**config.mk**
```make
export PLATFORM = sky130hd
export DESIGN_NAME = tmps_pipe
export DESIGN_NICKNAME = d
export VERILOG_FILES = /design/src/rtl/trapezoidal_motion_profile_sampler_macros.svh /design/src/rtl/tmps_pkg.sv /design/src/rtl/tmps_pipe.sv
export SDC_FILE = /design/constraint.sdc
export NUM_CORES = 2
export LEC_CHECK = 0
export BUFFER_PORTS_ARGS = -buffer_cell sky130_fd_sc_hd__buf_2
export CORE_MARGIN = 4
export CORE_UTILIZATION = 55
export CTS_CLUSTER_DIAMETER = 50
export DETAILED_ROUTE_END_ITERATION = 7
export PLACE_DENSITY = 0.71
export SLEW_MARGIN = 30
export SYNTH_ARGS = -nofsm -noshare
export SYNTH_HDL_FRONTEND = slang
export SYNTH_SLANG_ARGS = --single-unit
```
**constraint.sdc**
```tcl
create_clock -name clock -period 16.5 [get_ports clock]
set_input_delay 0.825 -clock clock [delete_from_list [all_inputs] [get_ports clock]]
set_output_delay 0.825 -clock clock [all_outputs]
set_load 0.02 [all_outputs]
```
**src/rtl/trapezoidal_motion_profile_sampler_macros.svh**
```systemverilog
// Assertion macros for the trapezoidal motion profile sampler.
// Used by the top level; expects signals clock and reset in scope.
`ifndef TRAPEZOIDAL_MOTION_PROFILE_SAMPLER_MACROS_SVH
`define TRAPEZOIDAL_MOTION_PROFILE_SAMPLER_MACROS_SVH

// same-cycle implication
`define TMPS_CHECK(label, ante, cons, msg) \
   label: assert property (@(posedge clock) disable iff (reset) (ante) |-> (cons)) \
      else $error(msg);

// next-cycle implication
`define TMPS_CHECK_NEXT(label, ante, cons, msg) \
   label: assert property (@(posedge clock) disable iff (reset) (ante) |=> (cons)) \
      else $error(msg);

`endif

```
**src/rtl/tmps_pkg.sv**
```systemverilog
// Shared types and constants of the trapezoidal motion profile sampler.
// No dependencies.
package tmps_pkg;

   localparam logic [2:0] REG_PATH_LENGTH    = 3'd0;
   localparam logic [2:0] REG_MAX_VELOCITY   = 3'd1;
   localparam logic [2:0] REG_MAX_ACCEL      = 3'd2;
   localparam logic [2:0] REG_START_VELOCITY = 3'd3;
   localparam logic [2:0] REG_END_VELOCITY   = 3'd4;

   typedef enum logic [1:0] {
      PH_ACCEL  = 2'd0,
      PH_CRUISE = 2'd1,
      PH_DECEL  = 2'd2,
      PH_DONE   = 2'd3
   } phase_type;

   typedef enum logic [3:0] {
      ST_START,
      ST_MUL_AL,
      ST_MUL_V0,
      ST_MUL_V1,
      ST_SQ_INIT,
      ST_SQRT,
      ST_VM,
      ST_MUL_VM,
      ST_DIV_START,
      ST_DIV_WAIT,
      ST_DC,
      ST_SUMS,
      ST_TOT,
      ST_IDLE
   } setup_state_type;

   typedef enum logic [2:0] {
      JOB_TA,
      JOB_DA,
      JOB_TD,
      JOB_DD,
      JOB_TC
   } job_type;

   typedef struct packed {
      logic [31:0] len;
      logic [23:0] max_vel;
      logic [23:0] accel;
      logic [23:0] v0;
      logic [23:0] v1;
   } cfg_type;

   typedef struct packed {
      logic [31:0] len;
      logic [23:0] accel;
      logic [23:0] v0;
      logic [23:0] v1;
      logic [23:0] vm;
      logic [63:0] ta;
      logic [63:0] tac;
      logic [63:0] ttot;
      logic [63:0] da;
      logic [63:0] dac;
   } derived_type;

endpackage

```
**src/rtl/tmps_pipe.sv**
```systemverilog
// Five-stage sample pipeline: phase select, velocity multiply, velocity,
// distance multiply, distance add and saturate. Depends on tmps_pkg.
module tmps_pipe #(
   parameter int FRAC_BITS = 16
) (
   input  logic                  clock,
   input  logic                  reset,
   input  tmps_pkg::derived_type drv,
   input  logic                  in_valid,
   output logic                  in_ready,
   input  logic [31:0]           in_time,
   output logic                  out_valid,
   input  logic                  out_ready,
   output logic [23:0]           out_vel,
   output logic [31:0]           out_dist,
   output tmps_pkg::phase_type   out_phase
);

   logic advance;

   logic                v1_ff, v2_ff, v3_ff, v4_ff, v5_ff;
   tmps_pkg::phase_type ph1_ff, ph1_in, ph2_ff, ph3_ff, ph4_ff, ph5_ff;
   logic [31:0]         u1_ff, u1_in, u2_ff, u3_ff;
   logic [23:0]         k1_ff, k1_in;
   logic [55:0]         m2_ff;
   logic [55:0]         p3_ff, p4_ff;
   logic [23:0]         vel3_ff, vel3_in, vel4_ff, vel5_ff;
   logic [24:0]         sum3_ff, sum3_in;
   logic [56:0]         m4_ff;
   logic [31:0]         dist5_ff;
   logic [63:0]         t64, dist_full, half;
   logic [55:0]         p_sh;

   assign advance  = !v5_ff || out_ready;
   assign in_ready = advance;
   assign t64      = {32'd0, in_time};

   always_comb begin
      if (t64 >= drv.ttot) begin
         ph1_in = tmps_pkg::PH_DONE;
         u1_in  = '0;
         k1_in  = '0;
      end else if (t64 < drv.ta) begin
         ph1_in = tmps_pkg::PH_ACCEL;
         u1_in  = in_time;
         k1_in  = drv.accel;
      end else if (t64 < drv.tac) begin
         ph1_in = tmps_pkg::PH_CRUISE;
         u1_in  = 32'(t64 - drv.ta);
         k1_in  = drv.vm;
      end else begin
         ph1_in = tmps_pkg::PH_DECEL;
         u1_in  = 32'(t64 - drv.tac);
         k1_in  = drv.accel;
      end
   end

   assign p_sh = m2_ff >> FRAC_BITS;

   always_comb begin
      sum3_in = '0;
      case (ph2_ff)
         tmps_pkg::PH_ACCEL: begin
            vel3_in = 24'(drv.v0 + p_sh[23:0]);
            sum3_in = 25'(drv.v0) + 25'(vel3_in);
         end
         tmps_pkg::PH_CRUISE: begin
            vel3_in = drv.vm;
         end
         tmps_pkg::PH_DECEL: begin
            vel3_in = 24'(drv.vm - p_sh[23:0]);
            sum3_in = 25'(drv.vm) + 25'(vel3_in);
         end
         default: begin
            vel3_in = drv.v1;
         end
      endcase
   end

   assign half = 64'(m4_ff) >> (FRAC_BITS + 1);

   always_comb begin
      case (ph4_ff)
         tmps_pkg::PH_ACCEL:  dist_full = half;
         tmps_pkg::PH_CRUISE: dist_full = drv.da + 64'(p4_ff);
         tmps_pkg::PH_DECEL:  dist_full = drv.dac + half;
         default:             dist_full = {32'd0, drv.len};
      endcase
   end

   always_ff @(posedge clock) begin
      if (reset) begin
         v1_ff <= 1'b0;
         v2_ff <= 1'b0;
         v3_ff <= 1'b0;
         v4_ff <= 1'b0;
         v5_ff <= 1'b0;
      end else if (advance) begin
         v1_ff <= in_valid;
         v2_ff <= v1_ff;
         v3_ff <= v2_ff;
         v4_ff <= v3_ff;
         v5_ff <= v4_ff;
      end
      if (advance) begin
         ph1_ff   <= ph1_in;
         u1_ff    <= u1_in;
         k1_ff    <= k1_in;
         ph2_ff   <= ph1_ff;
         u2_ff    <= u1_ff;
         m2_ff    <= 56'(u1_ff) * 56'(k1_ff);
         ph3_ff   <= ph2_ff;
         u3_ff    <= u2_ff;
         p3_ff    <= p_sh;
         vel3_ff  <= vel3_in;
         sum3_ff  <= sum3_in;
         ph4_ff   <= ph3_ff;
         p4_ff    <= p3_ff;
         vel4_ff  <= vel3_ff;
         m4_ff    <= 57'(u3_ff) * 57'(sum3_ff);
         ph5_ff   <= ph4_ff;
         vel5_ff  <= vel4_ff;
         dist5_ff <= (dist_full[63:32] != 32'd0) ? 32'hFFFF_FFFF : dist_full[31:0];
      end
   end

   assign out_valid = v5_ff;
   assign out_vel   = vel5_ff;
   assign out_dist  = dist5_ff;
   assign out_phase = ph5_ff;

endmodule

```
==> impl_metrics.env <==
export IMPL_cts_tree="done"
export IMPL_most_common_layout_cells="inv_1, fa_1, nand2_1, and2_1, ha_1"
export IMPL_fp_dieH_um=386
export IMPL_fillers=12200
export IMPL_clk_pin_slew_ps=60
export IMPL_period_needed_ps=8810
export IMPL_vias=62300
export IMPL_hold_violations=0
export IMPL_skew_ps=47.5
export IMPL_hold_buffers=0
export IMPL_cts_sinks=424
export IMPL_cp_depth=28
export IMPL_fin_hold_ws_ps=339
export IMPL_grt_setup_unrepaired="no"
export IMPL_status="finished, final reports clean"
export IMPL_grt_max_degree=79
export IMPL_core_um2=142000
export IMPL_ys_types=99
export IMPL_post_cts_setup_buffers=0
export IMPL_slowest_stage="o21ai_0"
export IMPL_hpwlAfterDp_mm=198
export IMPL_drv_cap=0
export IMPL_grt_pass1_vias=65200
export IMPL_initialDrtViolationCount=5151
export IMPL_avgSynthCellArea_um2=9.38
export IMPL_grt_usage_pct=34.2
export IMPL_ant_nets=0
export IMPL_reg2regPathDepth=28
export IMPL_synth_seq_area_share_pct=16.1
export IMPL_seqCellArea_um2=12700
export IMPL_cpMostUsedCell="fa_1"
export IMPL_tightest_slew_ps=980
export IMPL_worst_hold_path_type="in -> reg"
export IMPL_cts_resized=0
export IMPL_timing_fmax_ghz=0.113
export IMPL_routabilityCongestion=0.963
export IMPL_slowest_delay_ps=770
export IMPL_drv_slew=0
export IMPL_required_ps=16960
export IMPL_cp_start_kind="register"
export IMPL_wl_mm=253
export IMPL_holdPathStages=2
export IMPL_setup_viol=0
export IMPL_synthFlopType="edfxtp_1"
export IMPL_htree_levels=2
export IMPL_tns_ps=0
export IMPL_final_period_utilization_pct=53.4
export IMPL_nets=11300
export IMPL_crit_fanout=32
export IMPL_antenna_found_initial=46
export IMPL_syn_area_um2=78700
export IMPL_placement_rows=138
export IMPL_grt_overflow=0
export IMPL_dr_pass1_iters=6
export IMPL_drc=0
export IMPL_cts_path_max_buffers=3
export IMPL_die_x_um=386
export IMPL_numPortBuffers=543
export IMPL_path_buf_inv=6
export IMPL_avgViaCountPerCell=5.80
export IMPL_grt_pass1_wl_mm=385
export IMPL_dieArea_um2=149000
export IMPL_ios=544
export IMPL_clk_latency_ps=710
export IMPL_critPathCaptureType="register"
export IMPL_synthArstFlopShare_pct=0
export IMPL_start_util_pct=55.5
export IMPL_maxSlewHeadroom_pct=34.0
export IMPL_wl_per_cell_um=23.5
export IMPL_multi_input_area_um2=58400
export IMPL_synth_enable_flop_cells=419
export IMPL_yosys_warnings=0
export IMPL_numCtsBuffers=59
export IMPL_mostFrequentLayoutCell="inv_1"
export IMPL_cp_top_family="adder cells"
export IMPL_crit_type="reg -> reg"
export IMPL_area_growth_pct=8.82
export IMPL_postSynthCellCount=8391
export IMPL_drive_gt1_share_pct=10.2
export IMPL_critPathArrivalTime_ps=9270
export IMPL_synth_nets=10900
export IMPL_clockRootBuffer="clkbuf_16"
export IMPL_ys_ff_latch=424
-- layout make-up --
cell class | count | area share (%)
tap | 1890 | 2.76
clock buffer | 62 | 1.74
antenna | 33 | 0.0965
sequential | 424 | 14.8
inverter | 1640 | 7.19
clock inverter | 48 | 0.694
multi-input combinational | 5962 | 68.3
timing repair buffer | 672 | 4.44
-- worst reg2reg max path, delay by kind of cell (launching register included) --
family	cells	cell delay (ps)
adders and majority gates	8	3860
DFF	1	330
buffers and inverters	6	710
and+or+nand+nor	3	800
xor gates and xnor gates	1	90
AOI/OAI and AO/OA	10	2820
-- logic make-up after synthesis --
kind of cell | share of synthesized area [%]
fa+ha+maj | 44.9
flops | 16.1
mux | 1.66
xor+xnor | 2.78
simple gates | 16.5
buf+inv | 9.68
compound gates | 8.32
-- Yosys cell counts (13+ instances only) --
cell      instances  area [um2]
o21a_1           46         345
or2_2            22         138
edfxtp_1        419       12600
a21oi_1         319        1600
nor2_1          332        1250
and2_1          831        5200
a22oi_2          32         400
clkbuf_1        344        1290
o21ai_0         182         911
a31oi_1          30         188
nor2b_1          37         231
a211oi_1         26         195
and4_1           13         114
mux2i_1          74         741
o21bai_1         36         270
o211ai_1         26         195
fa_1           1350       27000
ha_1            666        8330
and3_1           36         225
xor2_1           90         788
nor3_1           86         430
inv_1          1639        6150
nand2b_1         42         263
nand3_1          81         405
xnor2_1         160        1400
o22ai_1          14        87.6
or3_1            25         156
nor4_1           40         250
o31ai_1          20         150
nand4_1          68         425
mux4_2           23         518
a21o_1          120         901
nand2_1         957        3590
-- path summary, 6_finish.rpt --
path                                  start          end  slack [ps]
worst max-delay path             sum3_ff[4]    m4_ff[56]        7690
worst max register to register   sum3_ff[4]    m4_ff[56]        7690
worst min-delay path                  reset    out_valid         340
worst min register to register  vel3_ff[17]  vel4_ff[17]         380
-- layer usage --
layer	GRT usage (%)	vias up	part of all wire, %
li1	-	27300	-
met3	6.95	695	9.4
met5	0	-	0.034
met2	56.0	3116	47
met1	43.8	31200	38
met4	15.7	12	5.5
-- flip-flops by register name (all words and copies together), names as in the netlist, 2 cells and up --
register / cells
k1_ff: 24
m2_ff: 40
m4_ff: 40
out_dist: 32
out_phase: 2
out_vel: 24
p3_ff: 40
p4_ff: 40
ph1_ff: 2
ph2_ff: 2
ph3_ff: 2
ph4_ff: 2
sum3_ff: 25
u1_ff: 32
u2_ff: 32
u3_ff: 32
vel3_ff: 24
vel4_ff: 24
-- through the flow --
step / cell area, um2 / setup slack, ps / util [%] / instances
after floorplan: 78700 / 2850 / - / 8391
after global placement: 83200 / 7540 / 58.7 / 10600
after detailed placement: 83300 / 7810 / 58.8 / 10600
after CTS: 85400 / 7820 / 60.3 / 10700
after global routing: 85600 / 7310 / 60.4 / 10700
final: 85600 / 7690 / 60.4 / 10700
Power is not shown: default switching activity piles up to over one toggle a cycle in this logic, so the estimate is an artifact.
